==> config.mk <==
export PLATFORM = sky130hd
export DESIGN_NAME = modular_discriminant_residue_sieve
export DESIGN_NICKNAME = d
export VERILOG_FILES = /design/src/design/mdrs_pkg.sv /design/src/design/mdrs_modmul.sv /design/src/design/mdrs_datapath.sv /design/src/design/mdrs_ctrl.sv /design/src/design/modular_discriminant_residue_sieve.sv
export VERILOG_INCLUDE_DIRS = /design/src /design/src/design
export SDC_FILE = /design/constraint.sdc
export NUM_CORES = 1
export LEC_CHECK = 0
export BUFFER_PORTS_ARGS = -buffer_cell sky130_fd_sc_hd__buf_2
export CORE_MARGIN = 10
export CORE_UTILIZATION = 50
export CTS_CLUSTER_SIZE = 8
export DETAILED_ROUTE_END_ITERATION = 7
export PLACE_DENSITY = 0.72
export REMOVE_ABC_BUFFERS = 1
export SLEW_MARGIN = 20
export SYNTH_ARGS = -nofsm -noshare
export SYNTH_HDL_FRONTEND = slang
export SYNTH_SLANG_ARGS = --single-unit
==> constraint.sdc <==
create_clock -name clk -period 12.2 [get_ports clk]
set_input_delay 1.83 -clock clk [delete_from_list [all_inputs] [get_ports clk]]
set_output_delay 1.83 -clock clk [all_outputs]
set_load 0.05 [all_outputs]
==> src/design/modular_discriminant_residue_sieve_defines.svh <==
// Assertion macros shared by the residue sieve RTL.
`ifndef MODULAR_DISCRIMINANT_RESIDUE_SIEVE_DEFINES_SVH
`define MODULAR_DISCRIMINANT_RESIDUE_SIEVE_DEFINES_SVH

// Same-cycle implication, checked on clk and held off during reset.
`define MDRS_ASSERT_SAME(lbl, ante, cons, msg) \
  lbl: assert property (@(posedge clk) disable iff (rst) (ante) |-> (cons)) else $error(msg);

// Next-cycle implication, checked on clk and held off during reset.
`define MDRS_ASSERT_NEXT(lbl, ante, cons, msg) \
  lbl: assert property (@(posedge clk) disable iff (rst) (ante) |=> (cons)) else $error(msg);

`endif

==> src/design/mdrs_pkg.sv <==
// Shared types, constants and the sequencer program of the residue sieve.
package mdrs_pkg;

  localparam int MAX_PRIMES_DEF   = 60;
  localparam int RESIDUE_BITS_DEF = 10;
  localparam int CNT_W            = 6;
  localparam int REG_AW           = 5;
  localparam int PC_W             = 6;
  localparam logic [CNT_W-1:0] THRESH_RESET = 6'd40;

  // Operations of the sequencer program.
  typedef enum logic [3:0] {
    OP_ADD, OP_SUB, OP_MUL, OP_MULC, OP_SQR,
    OP_SKIPZ, OP_TALLY, OP_LOOP, OP_EULER, OP_DONE
  } op_t;

  // Where the second operand comes from.
  typedef enum logic [1:0] {BK_REG, BK_FIELD, BK_CONST} bk_t;

  typedef struct packed {
    op_t               op;
    logic [REG_AW-1:0] dst;
    logic [REG_AW-1:0] a;
    bk_t               bk;
    logic [REG_AW-1:0] bi;
  } instr_t;

  // Commands from the controller to the datapath.
  typedef struct packed {
    logic            load;
    logic            fetch;
    logic            start_mul;
    logic            wr_alu;
    logic            wr_mul;
    logic            shift_exp;
    logic [PC_W-1:0] pc;
  } cmd_t;

  // Status from the datapath to the controller.
  typedef struct packed {
    logic skip;
    logic last;
    logic a_zero;
    logic a_one;
    logic exp_zero;
    logic exp_lsb;
    logic mul_done;
  } stat_t;

  // Register file slots.
  localparam logic [REG_AW-1:0] R_ONE = 5'd0,  R_Z1 = 5'd1,  R_Z2 = 5'd2,  R_IZ1 = 5'd3;
  localparam logic [REG_AW-1:0] R_IZ2 = 5'd4,  R_IT1 = 5'd5, R_IT2 = 5'd6, R_SG = 5'd7;
  localparam logic [REG_AW-1:0] R_PD = 5'd8,   R_TA = 5'd9,  R_A = 5'd10,  R_C = 5'd11;
  localparam logic [REG_AW-1:0] R_T = 5'd12,   R_U = 5'd13,  R_X = 5'd14,  R_Y = 5'd15;
  localparam logic [REG_AW-1:0] R_B = 5'd16,   R_A2 = 5'd17, R_A3 = 5'd18, R_U2 = 5'd19;
  localparam logic [REG_AW-1:0] R_U3 = 5'd20,  R_B2 = 5'd21, R_B3 = 5'd22, R_C2 = 5'd23;
  localparam logic [REG_AW-1:0] R_W = 5'd24,   R_Q = 5'd25,  R_R = 5'd26;

  // Input field selectors.
  localparam logic [REG_AW-1:0] F_Z1 = 5'd0, F_IZ1 = 5'd1, F_IT1 = 5'd2, F_Z2 = 5'd3;
  localparam logic [REG_AW-1:0] F_IZ2 = 5'd4, F_IT2 = 5'd5, F_SG = 5'd6, F_PD = 5'd7;
  localparam logic [REG_AW-1:0] F_TA = 5'd8;

  // Small multiplier constants of the discriminant.
  localparam logic [REG_AW-1:0] K_1 = 5'd1, K_2 = 5'd2, K_3 = 5'd3, K_4 = 5'd4;
  localparam logic [REG_AW-1:0] K_18 = 5'd18, K_27 = 5'd27;

  localparam logic [PC_W-1:0] PC_POW_LOOP = 6'd50;

  function automatic instr_t mk(op_t op, logic [REG_AW-1:0] dst, logic [REG_AW-1:0] a,
                                bk_t bk, logic [REG_AW-1:0] bi);
    instr_t r;
    r.op  = op;
    r.dst = dst;
    r.a   = a;
    r.bk  = bk;
    r.bi  = bi;
    return r;
  endfunction

  // Program: reduce inputs, build A, C, T, u, Bn, W, then the Euler power of W*u.
  function automatic instr_t mdrs_instr(logic [PC_W-1:0] pc);
    instr_t r;
    unique case (pc)
      6'd0:  r = mk(OP_MUL, R_Z1,  R_ONE, BK_FIELD, F_Z1);
      6'd1:  r = mk(OP_MUL, R_Z2,  R_ONE, BK_FIELD, F_Z2);
      6'd2:  r = mk(OP_MUL, R_IZ1, R_ONE, BK_FIELD, F_IZ1);
      6'd3:  r = mk(OP_MUL, R_IZ2, R_ONE, BK_FIELD, F_IZ2);
      6'd4:  r = mk(OP_MUL, R_IT1, R_ONE, BK_FIELD, F_IT1);
      6'd5:  r = mk(OP_MUL, R_IT2, R_ONE, BK_FIELD, F_IT2);
      6'd6:  r = mk(OP_MUL, R_SG,  R_ONE, BK_FIELD, F_SG);
      6'd7:  r = mk(OP_MUL, R_PD,  R_ONE, BK_FIELD, F_PD);
      6'd8:  r = mk(OP_MUL, R_TA,  R_ONE, BK_FIELD, F_TA);
      6'd9:  r = mk(OP_SUB, R_A,   R_SG,  BK_REG,   R_Z1);
      6'd10: r = mk(OP_SUB, R_A,   R_A,   BK_REG,   R_Z2);
      6'd11: r = mk(OP_MUL, R_C,   R_IZ1, BK_REG,   R_IZ2);
      6'd12: r = mk(OP_MUL, R_C,   R_PD,  BK_REG,   R_C);
      6'd13: r = mk(OP_SUB, R_T,   R_TA,  BK_REG,   R_IT1);
      6'd14: r = mk(OP_SUB, R_T,   R_T,   BK_REG,   R_IT2);
      6'd15: r = mk(OP_SUB, R_U,   R_ONE, BK_REG,   R_T);
      6'd16: r = mk(OP_SKIPZ, R_U, R_U,   BK_REG,   R_U);
      6'd17: r = mk(OP_SUB, R_X,   R_ONE, BK_REG,   R_A);
      6'd18: r = mk(OP_SUB, R_X,   R_X,   BK_REG,   R_C);
      6'd19: r = mk(OP_MUL, R_X,   R_T,   BK_REG,   R_X);
      6'd20: r = mk(OP_MUL, R_Y,   R_ONE, BK_CONST, K_3);
      6'd21: r = mk(OP_SUB, R_B,   R_X,   BK_REG,   R_Y);
      6'd22: r = mk(OP_MUL, R_Y,   R_A,   BK_CONST, K_2);
      6'd23: r = mk(OP_ADD, R_B,   R_B,   BK_REG,   R_Y);
      6'd24: r = mk(OP_MUL, R_A2,  R_A,   BK_REG,   R_A);
      6'd25: r = mk(OP_MUL, R_A3,  R_A2,  BK_REG,   R_A);
      6'd26: r = mk(OP_MUL, R_U2,  R_U,   BK_REG,   R_U);
      6'd27: r = mk(OP_MUL, R_U3,  R_U2,  BK_REG,   R_U);
      6'd28: r = mk(OP_MUL, R_B2,  R_B,   BK_REG,   R_B);
      6'd29: r = mk(OP_MUL, R_B3,  R_B2,  BK_REG,   R_B);
      6'd30: r = mk(OP_MUL, R_C2,  R_C,   BK_REG,   R_C);
      6'd31: r = mk(OP_MUL, R_W,   R_A,   BK_CONST, K_18);
      6'd32: r = mk(OP_MUL, R_W,   R_W,   BK_REG,   R_B);
      6'd33: r = mk(OP_MUL, R_W,   R_W,   BK_REG,   R_C);
      6'd34: r = mk(OP_MUL, R_W,   R_W,   BK_REG,   R_U2);
      6'd35: r = mk(OP_MUL, R_X,   R_A3,  BK_CONST, K_4);
      6'd36: r = mk(OP_MUL, R_X,   R_X,   BK_REG,   R_C);
      6'd37: r = mk(OP_MUL, R_X,   R_X,   BK_REG,   R_U3);
      6'd38: r = mk(OP_SUB, R_W,   R_W,   BK_REG,   R_X);
      6'd39: r = mk(OP_MUL, R_X,   R_A2,  BK_REG,   R_B2);
      6'd40: r = mk(OP_MUL, R_X,   R_X,   BK_REG,   R_U);
      6'd41: r = mk(OP_ADD, R_W,   R_W,   BK_REG,   R_X);
      6'd42: r = mk(OP_MUL, R_X,   R_B3,  BK_CONST, K_4);
      6'd43: r = mk(OP_SUB, R_W,   R_W,   BK_REG,   R_X);
      6'd44: r = mk(OP_MUL, R_X,   R_C2,  BK_CONST, K_27);
      6'd45: r = mk(OP_MUL, R_X,   R_X,   BK_REG,   R_U3);
      6'd46: r = mk(OP_SUB, R_W,   R_W,   BK_REG,   R_X);
      6'd47: r = mk(OP_TALLY, R_W, R_W,   BK_REG,   R_W);
      6'd48: r = mk(OP_MUL, R_Q,   R_W,   BK_REG,   R_U);
      6'd49: r = mk(OP_MUL, R_R,   R_ONE, BK_CONST, K_1);
      6'd50: r = mk(OP_MULC, R_R,  R_R,   BK_REG,   R_Q);
      6'd51: r = mk(OP_SQR, R_Q,   R_Q,   BK_REG,   R_Q);
      6'd52: r = mk(OP_LOOP, R_R,  R_R,   BK_REG,   R_R);
      6'd53: r = mk(OP_EULER, R_R, R_R,   BK_REG,   R_R);
      default: r = mk(OP_DONE, R_ONE, R_ONE, BK_REG, R_ONE);
    endcase
    return r;
  endfunction

endpackage

==> src/design/mdrs_modmul.sv <==
// Bit-serial modular multiplier: one bit of the multiplier per cycle.
module mdrs_modmul import mdrs_pkg::*; #(
  parameter int RB = RESIDUE_BITS_DEF
) (
  input  logic          clk,
  input  logic          rst,
  input  logic          start,
  input  logic [RB-1:0] a,
  input  logic [RB-1:0] b,
  input  logic [RB-1:0] p,
  output logic          done,
  output logic [RB-1:0] prod
);

  localparam int CW = $clog2(RB + 1);

  logic [RB+1:0] acc;
  logic [RB-1:0] a_q;
  logic [RB-1:0] b_sh;
  logic [RB-1:0] p_q;
  logic [CW-1:0] cnt;
  logic          busy;
  logic [RB+1:0] t0, t1, t2, pw;

  // Double, add the multiplicand when the bit is set, then fold back below p.
  always_comb begin
    pw = {2'b00, p_q};
    t0 = {acc[RB:0], 1'b0} + (b_sh[RB-1] ? {2'b00, a_q} : '0);
    t1 = (t0 >= pw) ? t0 - pw : t0;
    t2 = (t1 >= pw) ? t1 - pw : t1;
  end

  always_ff @(posedge clk) begin
    if (rst) begin
      busy <= 1'b0;
      done <= 1'b0;
    end else begin
      done <= 1'b0;
      if (start) begin
        busy <= 1'b1;
      end else if (busy && cnt == CW'(1)) begin
        busy <= 1'b0;
        done <= 1'b1;
      end
    end
  end

  // Operand and accumulator registers.
  always_ff @(posedge clk) begin
    if (start) begin
      acc  <= '0;
      a_q  <= a;
      b_sh <= b;
      p_q  <= p;
      cnt  <= CW'(RB);
    end else if (busy) begin
      acc  <= t2;
      b_sh <= b_sh << 1;
      cnt  <= cnt - CW'(1);
    end
  end

  assign prod = acc[RB-1:0];

endmodule

==> src/design/mdrs_datapath.sv <==
// Datapath: item registers, register file, modular add/subtract and multiplier.
module mdrs_datapath import mdrs_pkg::*; #(
  parameter int RB    = RESIDUE_BITS_DEF,
  parameter int IN_DW = 112
) (
  input  logic             clk,
  input  logic             rst,
  input  logic [IN_DW-1:0] in_data,
  input  logic             in_last,
  input  cmd_t             cmd,
  output stat_t            st
);

  localparam int RW     = RB + 1;
  localparam int O_Z1   = RB;
  localparam int O_IZ1  = RB + RW;
  localparam int O_IT1  = RB + 2 * RW;
  localparam int O_Z2   = RB + 3 * RW;
  localparam int O_IZ2  = RB + 4 * RW;
  localparam int O_IT2  = RB + 5 * RW;
  localparam int O_SG   = RB + 6 * RW;
  localparam int O_PD   = 2 * RB + 6 * RW;
  localparam int O_TA   = 3 * RB + 6 * RW;
  localparam int RF_D   = 2 ** REG_AW;

  instr_t        ins;
  logic [RB-1:0] p;
  logic [RB-1:0] fz1, fiz1, fit1, fz2, fiz2, fit2, fsg, fpd, fta;
  logic          skip_q, last_q;
  logic [RB-2:0] expo;
  logic [RB-1:0] rf [RF_D];
  logic [RB-1:0] rd_a, rd_b, b_alt;
  bk_t           bk_q;
  logic [RB-1:0] b_op, alu, fsel, prime_in, pm1;
  logic [RB:0]   sum, dif;
  logic          neg_any, mul_done;
  logic [RB-1:0] mul_prod;

  assign ins      = mdrs_instr(cmd.pc);
  assign prime_in = in_data[RB-1:0];
  assign pm1      = prime_in - RB'(1);
  assign neg_any  = in_data[O_Z1+RB] | in_data[O_IZ1+RB] | in_data[O_IT1+RB]
                  | in_data[O_Z2+RB] | in_data[O_IZ2+RB] | in_data[O_IT2+RB];

  // Capture one item; negative residues or a modulus below two skip it.
  always_ff @(posedge clk) begin
    if (cmd.load) begin
      p      <= prime_in;
      fz1    <= in_data[O_Z1 +: RB];
      fiz1   <= in_data[O_IZ1 +: RB];
      fit1   <= in_data[O_IT1 +: RB];
      fz2    <= in_data[O_Z2 +: RB];
      fiz2   <= in_data[O_IZ2 +: RB];
      fit2   <= in_data[O_IT2 +: RB];
      fsg    <= in_data[O_SG +: RB];
      fpd    <= in_data[O_PD +: RB];
      fta    <= in_data[O_TA +: RB];
      last_q <= in_last;
      skip_q <= neg_any | (prime_in < RB'(2));
      expo   <= pm1[RB-1:1];
    end else if (cmd.shift_exp) begin
      expo   <= expo >> 1;
    end
  end

  // Field selection for reducing a raw input.
  always_comb begin
    unique case (ins.bi)
      F_Z1:    fsel = fz1;
      F_IZ1:   fsel = fiz1;
      F_IT1:   fsel = fit1;
      F_Z2:    fsel = fz2;
      F_IZ2:   fsel = fiz2;
      F_IT2:   fsel = fit2;
      F_SG:    fsel = fsg;
      F_PD:    fsel = fpd;
      F_TA:    fsel = fta;
      default: fsel = '0;
    endcase
  end

  // Operand fetch from the register file.
  always_ff @(posedge clk) begin
    if (cmd.fetch) begin
      rd_a  <= rf[ins.a];
      rd_b  <= rf[ins.bi];
      bk_q  <= ins.bk;
      b_alt <= (ins.bk == BK_FIELD) ? fsel : RB'(ins.bi);
    end
  end

  assign b_op = (bk_q == BK_REG) ? rd_b : b_alt;

  // Modular add and subtract of reduced values.
  always_comb begin
    sum = {1'b0, rd_a} + {1'b0, b_op};
    dif = {1'b0, rd_a} - {1'b0, b_op};
    if (ins.op == OP_ADD) begin
      alu = (sum >= {1'b0, p}) ? RB'(sum - {1'b0, p}) : sum[RB-1:0];
    end else begin
      alu = dif[RB] ? RB'(dif + {1'b0, p}) : dif[RB-1:0];
    end
  end

  // Register file write port.
  always_ff @(posedge clk) begin
    if (cmd.load) begin
      rf[R_ONE] <= RB'(1);
    end else if (cmd.wr_alu) begin
      rf[ins.dst] <= alu;
    end else if (cmd.wr_mul) begin
      rf[ins.dst] <= mul_prod;
    end
  end

  mdrs_modmul #(.RB(RB)) u_mul (
    .clk   (clk),
    .rst   (rst),
    .start (cmd.start_mul),
    .a     (rd_a),
    .b     (b_op),
    .p     (p),
    .done  (mul_done),
    .prod  (mul_prod)
  );

  assign st.skip     = skip_q;
  assign st.last     = last_q;
  assign st.a_zero   = (rd_a == '0);
  assign st.a_one    = (rd_a == RB'(1));
  assign st.exp_zero = (expo == '0);
  assign st.exp_lsb  = expo[0];
  assign st.mul_done = mul_done;

endmodule

==> src/design/mdrs_ctrl.sv <==
// Controller: steps through the program, keeps the pair state and the result register.
module mdrs_ctrl import mdrs_pkg::*; #(
  parameter int MAX_PRIMES = MAX_PRIMES_DEF
) (
  input  logic             clk,
  input  logic             rst,
  input  logic             s_tvalid,
  output logic             s_tready,
  input  logic             cfg_valid,
  input  logic [CNT_W-1:0] cfg_data,
  output logic             m_tvalid,
  input  logic             m_tready,
  output logic             out_cand,
  output logic [CNT_W-1:0] out_count,
  input  stat_t            st,
  output cmd_t             cmd
);

  typedef enum logic [2:0] {S_IDLE, S_CHECK, S_FETCH, S_EXEC, S_MUL, S_FINISH} state_t;

  state_t           state;
  logic [PC_W-1:0]  pc;
  logic [CNT_W-1:0] count;
  logic [CNT_W-1:0] thresh;
  logic             passing;
  logic             post_res;
  instr_t           ins;
  op_t              op;

  assign ins      = mdrs_instr(pc);
  assign op       = ins.op;
  assign s_tready = (state == S_IDLE);

  // A last item posts its result once the output register is free.
  assign post_res = (state == S_FINISH) && st.last && (!m_tvalid || m_tready);

  // Commands to the datapath.
  always_comb begin
    cmd.pc        = pc;
    cmd.load      = (state == S_IDLE) && s_tvalid;
    cmd.fetch     = (state == S_FETCH);
    cmd.start_mul = (state == S_EXEC) &&
                    (op == OP_MUL || op == OP_SQR || (op == OP_MULC && st.exp_lsb));
    cmd.wr_alu    = (state == S_EXEC) && (op == OP_ADD || op == OP_SUB);
    cmd.wr_mul    = (state == S_MUL) && st.mul_done;
    cmd.shift_exp = (state == S_MUL) && st.mul_done && (op == OP_SQR);
  end

  always_ff @(posedge clk) begin
    if (rst) begin
      state    <= S_IDLE;
      pc       <= '0;
      count    <= '0;
      passing  <= 1'b1;
      thresh   <= THRESH_RESET;
      m_tvalid <= 1'b0;
    end else begin
      if (cfg_valid) begin
        thresh <= cfg_data;
      end
      if (post_res) begin
        m_tvalid <= 1'b1;
      end else if (m_tvalid && m_tready) begin
        m_tvalid <= 1'b0;
      end
      unique case (state)
        S_IDLE: begin
          if (s_tvalid) state <= S_CHECK;
        end
        S_CHECK: begin
          pc    <= '0;
          state <= (!passing || st.skip) ? S_FINISH : S_FETCH;
        end
        S_FETCH: begin
          state <= S_EXEC;
        end
        S_EXEC: begin
          unique case (op)
            OP_ADD, OP_SUB: begin
              pc    <= pc + PC_W'(1);
              state <= S_FETCH;
            end
            OP_MUL, OP_SQR: begin
              state <= S_MUL;
            end
            OP_MULC: begin
              if (st.exp_lsb) begin
                state <= S_MUL;
              end else begin
                pc    <= pc + PC_W'(1);
                state <= S_FETCH;
              end
            end
            OP_SKIPZ: begin
              if (st.a_zero) begin
                state <= S_FINISH;
              end else begin
                pc    <= pc + PC_W'(1);
                state <= S_FETCH;
              end
            end
            OP_TALLY: begin
              if (st.a_zero) begin
                state <= S_FINISH;
              end else begin
                if (count < CNT_W'(MAX_PRIMES)) count <= count + CNT_W'(1);
                pc    <= pc + PC_W'(1);
                state <= S_FETCH;
              end
            end
            OP_LOOP: begin
              pc    <= st.exp_zero ? pc + PC_W'(1) : PC_POW_LOOP;
              state <= S_FETCH;
            end
            OP_EULER: begin
              if (!st.a_one) passing <= 1'b0;
              state <= S_FINISH;
            end
            default: begin
              state <= S_FINISH;
            end
          endcase
        end
        S_MUL: begin
          if (st.mul_done) begin
            pc    <= pc + PC_W'(1);
            state <= S_FETCH;
          end
        end
        S_FINISH: begin
          // A last item posts the result once the output register is free.
          if (!st.last) begin
            state <= S_IDLE;
          end else if (post_res) begin
            out_cand  <= passing && (count >= thresh);
            out_count <= count;
            count     <= '0;
            passing   <= 1'b1;
            state     <= S_IDLE;
          end
        end
        default: begin
          state <= S_IDLE;
        end
      endcase
    end
  end

endmodule

==> src/design/modular_discriminant_residue_sieve.sv <==
// Top level of the modular discriminant residue sieve.
//
// One request on the s_ channel carries one prime of a candidate pair; s_tlast
// marks the final prime of the pair, and only that request yields a result on
// the m_ channel: is_candidate and the count of primes with nonzero W.
// The threshold register is written through cfg_valid/cfg_data; the user must
// write it only while idle, and the block itself does not enforce this.
// A tested item runs a fixed program on one bit-serial modular multiplier;
// the Euler power adds one or two products per exponent bit. Items whose u or
// W is zero stop early. Items that are skipped (negative residue, modulus
// below two, or a pair that already failed) go straight to the finish state.
// One item is worked on at a time; s_tready is high while the block is idle.
// The result sits in an output register, so the next item is accepted while
// the receiver stalls; a second result waits until the first is taken.
// Reset clears the pair state, drops m_tvalid and sets the threshold to 40.
module modular_discriminant_residue_sieve import mdrs_pkg::*; #(
  parameter int MAX_PRIMES   = MAX_PRIMES_DEF,
  parameter int RESIDUE_BITS = RESIDUE_BITS_DEF
) (
  input  logic clk,
  input  logic rst,
  // prime, z1_res, z1_inv_res, z1_tinv_res, z2_res, z2_inv_res, z2_tinv_res,
  // sigma_res, product_res, tau_res, then zero fill
  input  logic [((10*RESIDUE_BITS+6+7)/8)*8-1:0] s_tdata,
  input  logic s_tvalid,
  output logic s_tready,
  input  logic s_tlast,
  // is_candidate, nonzero_count, then zero fill
  output logic [7:0] m_tdata,
  output logic m_tvalid,
  input  logic m_tready,
  input  logic cfg_valid,
  output logic cfg_ready,
  input  logic [CNT_W-1:0] cfg_data
);

  `include "modular_discriminant_residue_sieve_defines.svh"

  localparam int IN_DW = ((10 * RESIDUE_BITS + 6 + 7) / 8) * 8;

  cmd_t             cmd;
  stat_t            st;
  logic             out_cand;
  logic [CNT_W-1:0] out_count;

  assign cfg_ready = 1'b1;
  assign m_tdata   = {1'b0, out_count, out_cand};

  mdrs_ctrl #(.MAX_PRIMES(MAX_PRIMES)) u_ctrl (
    .clk       (clk),
    .rst       (rst),
    .s_tvalid  (s_tvalid),
    .s_tready  (s_tready),
    .cfg_valid (cfg_valid),
    .cfg_data  (cfg_data),
    .m_tvalid  (m_tvalid),
    .m_tready  (m_tready),
    .out_cand  (out_cand),
    .out_count (out_count),
    .st        (st),
    .cmd       (cmd)
  );

  mdrs_datapath #(.RB(RESIDUE_BITS), .IN_DW(IN_DW)) u_dp (
    .clk     (clk),
    .rst     (rst),
    .in_data (s_tdata),
    .in_last (s_tlast),
    .cmd     (cmd),
    .st      (st)
  );

  // The reported count never passes its saturation limit.
  `MDRS_ASSERT_SAME(a_count_limit, m_tvalid, out_count <= CNT_W'(MAX_PRIMES), "count above limit")
  // After a request is taken the block is busy in the next cycle.
  `MDRS_ASSERT_NEXT(a_busy_after_take, s_tvalid && s_tready, !s_tready, "ready right after take")
  // A multiplier result only arrives while the controller waits for it.
  `MDRS_ASSERT_SAME(a_mul_wait, st.mul_done, !s_tready, "product while idle")

endmodule
After elaboration in Yosys (flattened, before gate mapping)
Memories as Yosys holds them, arrays and structs flattened. A register that Yosys moved wholly into a read port is not among the register bits.
Cells that the tools add are included.
Word-level totals
  flip-flop bits (word level): 200
  RAM bits: 320
  ROM bits: 2688
  input port bits: 124
  output and inout bits: 11
  word-level logic and storage cells: 199
  memories: 3
Memories
  (name not given): depth 64, bits a word 21, rd ports 1, clocked after memory_dff 1, wr ports 0, RTL line mdrs_pkg.sv:84  | unique case (pc)
  (name not given): depth 64, bits a word 21, rd ports 1, clocked after memory_dff 1, wr ports 0, RTL line mdrs_pkg.sv:84
  u_dp.rf: depth 32, bits a word 10, rd ports 2, clocked after memory_dff 2, wr ports 1, RTL line mdrs_datapath.sv:31  | logic [RB-1:0] rf [RF_D];
Operators by class
  $add $sub $neg: 11
  magnitude comparators: 6
  equal/unequal tests: 37
  mux-type cells: 61
  bitwise gates (word level): 8
  reductions and logical operators: 42
Operator list (count)
  two-way mux 10 bit: 9
  case mux 10 bit (9 select lines): 1
  two-way mux 6 bit: 13
  greater-or-equal comparator 12 x 10 -> 1 bit: 2
  case mux 6 bit (4 select lines): 1
  two-way mux 3 bit: 7
  == test 5 x 3 -> 1 bit (second input constant): 4
  two-way mux 1 bit: 19
  two-way mux 9 bit: 2
  case mux 3 bit (6 select lines): 1
  case mux 6 bit (3 select lines): 1
  == test 4 x 3 -> 1 bit (second input constant): 4
  adder 12 x 10 -> 12 bit: 1
  adder 6 x 1 -> 6 bit (second input constant): 2
  two-way mux 12 bit: 1
  != test 2 bit (second input constant): 6
  case mux 3 bit (4 select lines): 1
  case mux 6 bit (2 select lines): 1
  subtractor 12 x 10 -> 12 bit: 1
  adder 10 x 10 -> 11 bit: 1
  greater-or-equal comparator 11 x 10 -> 1 bit: 1
  logical AND 1 bit: 11
  two-way mux 11 bit: 1
  subtractor 10 x 10 -> 11 bit: 1
  other kinds (43): 73

Logic depth before layout (Yosys ltp)
  word-level depth: 9
  mapped depth: 31

By module
A second synthesis with hierarchy kept.
Unflattened totals
  cells, all modules: 2715
  area total of the unflattened synthesis: 30028.8 sq um
By module, submodules not included
  mdrs_datapath: instances 1, cells an instance 2124, area an instance 24491.0 sq um, seq. area each 13903.3 sq um
  mdrs_modmul: instances 1, cells an instance 351, area an instance 3408.3 sq um, seq. area each 1241.2 sq um
  mdrs_ctrl: instances 1, cells an instance 235, area an instance 2099.5 sq um, seq. area each 750.7 sq um
  modular_discriminant_residue_sieve: instances 1, cells an instance 5, area an instance 30.0 sq um, seq. area each 0.0 sq um

Worst setup path before layout
OpenSTA, ideal clock, no wires.
  path kind: register to register
  start: register u_dp.u_mul.b_sh[9]
  end: register u_dp.u_mul.acc[9]
  library setup time: 120 ps
  arrival: 5777 ps
  required time: 12080 ps
  slack: 6303 ps
  stages on the path, launching flop included: 27
  buffers on the path: 2
  period minus slack after synthesis: 5897 ps
  path through: edfxtp_1 and2_1 ha_1 inv_1 fa_1 nor2b_1 o31ai_1 a21boi_0 ha_1 or3_1 o21ai_0 o31ai_1 nor3_1 nor2b_1 buf_4 mux2_1 fa_1 a21o_1 a211oi_1 nor2_1 o41ai_1 o21ai_0 nor3_1 o21ai_2 buf_2 nor3b_1 nor3_1
On the way
  word-level cells in the longest chain between the ends: 6
  elaborated cells on any way between the ends: 8
  classes of those cells: add/sub: 3; order compare: 2; mux: 3
RTL lines
  start: declaration: RTL line mdrs_modmul.sv:19  | logic [RB-1:0] b_sh;
  start signal: assignment: RTL line mdrs_modmul.sv:58  | b_sh <= b_sh << 1;
  two-way mux 10 bit *: RTL line mdrs_modmul.sv:28  | t0 = {acc[RB:0], 1'b0} + (b_sh[RB-1] ? {2'b00, a_q} : '0);
  adder 12 x 10 -> 12 bit *: RTL line mdrs_modmul.sv:28
  subtractor 12 x 10 -> 12 bit / greater-or-equal comparator 12 x 10 -> 1 bit (equally long branches): RTL line mdrs_modmul.sv:29  | t1 = (t0 >= pw) ? t0 - pw : t0;
  two-way mux 12 bit *: RTL line mdrs_modmul.sv:29
  subtractor 11 x 10 -> 11 bit / greater-or-equal comparator 12 x 10 -> 1 bit (equally long branches): RTL line mdrs_modmul.sv:30  | t2 = (t1 >= pw) ? t1 - pw : t1;
  two-way mux 11 bit *: RTL line mdrs_modmul.sv:30
  end signal: assignment: RTL line mdrs_modmul.sv:57  | acc <= t2;
  end: declaration: RTL line mdrs_modmul.sv:17  | logic [RB+1:0] acc;
Every way passes the cells marked *; elsewhere a longest branch is shown, timed or not.
A chain may end at the register's enable or synchronous reset.

Final worst setup path
Ends and elaborated chain as after synthesis.

==> summary.md <==
| Metric | Value |
|---|---|
| Layout area overhead | `13.5%` |
| Final hold slack | `0.429 ns` |
| RSZ-0062 raised after global routing | `false` |
| Final Cycle Share | `0.572` |
| Detailed placement HPWL | `49,900 um` |
| Top FF cell, synth | `edfxtp_1` |
| Initial antenna violation count | `0` |
| Clk slew on worst S/H paths | `0.05 ns` |
| Number of routed nets with antenna violations | `0` |
| CTS tree | `yes` |
| Final setup vio count | `0` |
| Mean post-synth cell area | `14.2 sq um` |
| CP endpoint kind | `flip-flop` |
| Non-Filler Instances | `3,011` |
| Yosys warns | `0` |
| Critical Path Stages | `28` |
| Worst min-delay path endpoint | `u_dp.bk_q[1]` |
| Register area share after synthesis | `0.559` |
| Root Driver | `clkbuf_16` |
| WP data arrival | `7.51 ns` |
| HP Class | `reg -> reg` |
| FILL cells | `4,364` |
| Io pins | `135` |
| Reg2reg end | `u_dp.u_mul.acc[9]` |
| Gpl congestion | `0.914` |
| Total wire length | `76,900 um` |
| Largest net degree at the start of global routing | `91` |
| Clock H-tree levels | `3` |
| DRC violations left | `0` |
| Die area | `0.0682 sq mm` |
| Worst-case reg-to-reg path depth | `28` |
| CP top delay family | `compound AO/OA/AOI/OAI gates` |
| Fin crit period | `6.97 ns` |
| Final hold vios | `0` |
| Hold_buf cts | `0` |
| Total setup buffers inserted after CTS | `0` |
| Core area | `0.0576 sq mm` |
| CTS Buf Count | `80` |
| VDD IR max | `0.146 mV` |
| Die Wd | `261 um` |
| Power density of the placed cells | `173 mW/mm^2` |
| All-Layer GR Usage | `0.225` |
| Max-slew violation count | `0` |
| Clock buffer depth | `3` |
| Row count | `88` |
| Status | `finished clean` |
| Number of flops mapped to enable cells by yosys | `500` |
| Die height | `261 um` |
| Placed Cells | `2,897` |
| Cell with the most instances after synthesis | `edfxtp_1` |
| Top cells by area, synth | `edfxtp_1, mux4_2, dfxtp_1` |
| Setup TNS | `0 ns` |
| Ys async rst share | `0` |
| Wire per inst | `25.5 um` |
| Worst Tran Pin Value | `1.08 ns` |
| First-pass GRT wire length | `117,000 um` |
| Worst reg2reg setup slack | `5.23 ns` |
| Synth Register Bits | `561` |
| Layout cell share with drive strength beyond 1 | `0.248` |
| Total gr overflow | `0` |
| Final instance area | `0.0330 sq mm` |
| Synth unique cells | `93` |
| Initial Util | `0.505` |
| Max Freq | `143 MHz` |
| LEAKAGE | `11.5 nW` |
| Yosys top cell area share | `0.517` |
| Initial DRC count | `2,066` |
| CP max FO | `15` |
| MaxCap Viol Count | `0` |
| Fin util | `0.573` |
| Critical Path RT | `12.73 ns` |
| DRT Pass-1 Iters | `7` |
| HP Start | `u_dp.ins[6]` |
| Routed via count | `19,200` |
| Vias/cell | `6.36` |
| Final #Nets | `2,439` |
| Max transition margin | `0.273` |
| Worst path max stage delay | `0.49 ns` |
| Cells after Synth | `2,053` |
| Worst Skew | `0.0331 ns` |
| Mapped Area | `0.0291 sq mm` |
| Number of diodes | `0` |
| Number of port buffers | `126` |
| CP max-delay cell | `edfxtp_1` |
| # resized after CTS | `0` |
| Synth top cells by count | `edfxtp_1, mux4_2, nor2_1, nand2_1, o21ai_0` |
| DP Area | `0.0307 sq mm` |
| Crit path buffers/inverters | `3` |
| Sink Count | `561` |
| Worst setup SP type | `flip-flop` |
| Vias in the first global route | `19,800` |
| Crit Path Class | `reg -> reg` |
| Clock Latency Late Sink | `0.64 ns` |
| Area leader, netlist | `edfxtp_1` |
| WHS Path Cells | `0` |
| R2R Path Start | `u_dp.u_mul.b_sh[9]` |
[per-layer routing]
| layer | GRT usage | part of all wire |
|---|---|---|
| met5 | 0 | 0 |
| met4 | 0.0867 | 0.031 |
| met3 | 0.0424 | 0.086 |
| met2 | 0.390 | 0.52 |
| met1 | 0.276 | 0.37 |
[power by group]
part	switching (mW)	internal, mW
Sequential	0.0752	2.22
Combinational	0.777	0.592
Clock	0.809	1.22
[worst max path at each step]
stage                             from           endpoint  slack (ns)
floorplan           u_dp.u_mul.b_sh[9]  u_dp.u_mul.acc[9]        6.06
global placement    u_dp.u_mul.b_sh[9]  u_dp.u_mul.acc[9]        5.44
detailed placement  u_dp.u_mul.b_sh[9]  u_dp.u_mul.acc[7]        5.33
CTS                 u_dp.u_mul.b_sh[9]  u_dp.u_mul.acc[9]        5.28
global route        u_dp.u_mul.b_sh[9]  u_dp.u_mul.acc[9]        4.50
finish              u_dp.u_mul.b_sh[9]  u_dp.u_mul.acc[9]        5.23
[kinds of logic (layout without fill, tap and decap cells)]
logic type / Yosys count / in the layout / synth area share
flip-flops: 561 / 561 / 0.559
XOR/XNOR: 65 / 65 / 0.0196
other: 2 / 2 / 0.000258
AO/OA/AOI/OAI: 376 / 376 / 0.0861
AND/OR/NAND/NOR: 486 / 486 / 0.0818
buffers and inverters: 194 / 387 / 0.0272
adder cells (fa/ha/maj): 101 / 101 / 0.0453
multiplexers: 268 / 268 / 0.181
[cell usage in the layout (no fill, tap or decap), types with 6 or more instances in the layout]
cell type / instances
nor4_1: 9
nand3_1: 34
nor3_1: 38
a22oi_1: 20
a21o_1: 15
nor2b_1: 26
or4_1: 6
mux4_2: 203
and3_1: 15
inv_1: 82
clkbuf_1: 25
clkbuf_16: 80
dfxtp_1: 55
a31oi_1: 18
fa_1: 7
o31ai_1: 6
and2_1: 16
a211oi_1: 10
or3_1: 16
nand2_1: 118
xnor2_1: 45
o221ai_2: 7
edfxtp_1: 500
xor2_1: 20
nor2_1: 143
o211ai_1: 18
mux2i_1: 31
a21oi_1: 77
nand2b_1: 20
o21ai_0: 98
buf_2: 126
buf_4: 57
ha_1: 94
o21a_1: 10
a221oi_1: 15
a21boi_0: 7
mux2_2: 32
nand4_1: 14
[flip-flops by register name, indices dropped and copies added, names as in the netlist, 6 cells and up]
signal and count:
u_dp.fit2 10, u_dp.fz2 10, u_dp.p 10, u_ctrl.pc 6, u_dp.fiz2 10, u_dp.rd_a 10, u_dp.fit1 10, u_dp.fz1 10
u_ctrl.count 6, u_dp.fiz1 10, u_ctrl.thresh 6, u_dp.u_mul.a_q 10, u_ctrl.out_count 6, u_dp.u_mul.b_sh 10, u_dp.fta 10, u_dp.ins 21
u_dp.u_mul.p_q 10, u_dp.fsg 10, u_dp.fpd 10, u_dp.rd_b 10, u_dp.expo 9, u_dp.rf 320, u_dp.u_mul.acc 11, u_dp.b_alt 10
[area by class of cell]
class | count | area [sq um] | share of cell area
Inverter | 89 | 337 | 0.0102
Clock buffer | 106 | 2110 | 0.0640
Tap cell | 765 | 957 | 0.0290
Timing Repair Buffer | 184 | 1070 | 0.0324
Clock inverter | 8 | 163 | 0.00493
Sequential cell | 561 | 16300 | 0.493
Multi-Input combinational cell | 1298 | 12100 | 0.367
[metrics by stage]
stage / worst slack, ns / power [mW]
6_report: 5.23 / 5.69
5_1_grt: 4.50 / 5.96
4_1_cts: 5.28 / 5.71
3_5_place_dp: 5.33 / 3.67
3_3_place_gp: 5.44 / 3.61
2_1_floorplan: 6.06 / 3.35
No activity file was read; power rests on OpenSTA's default activity.
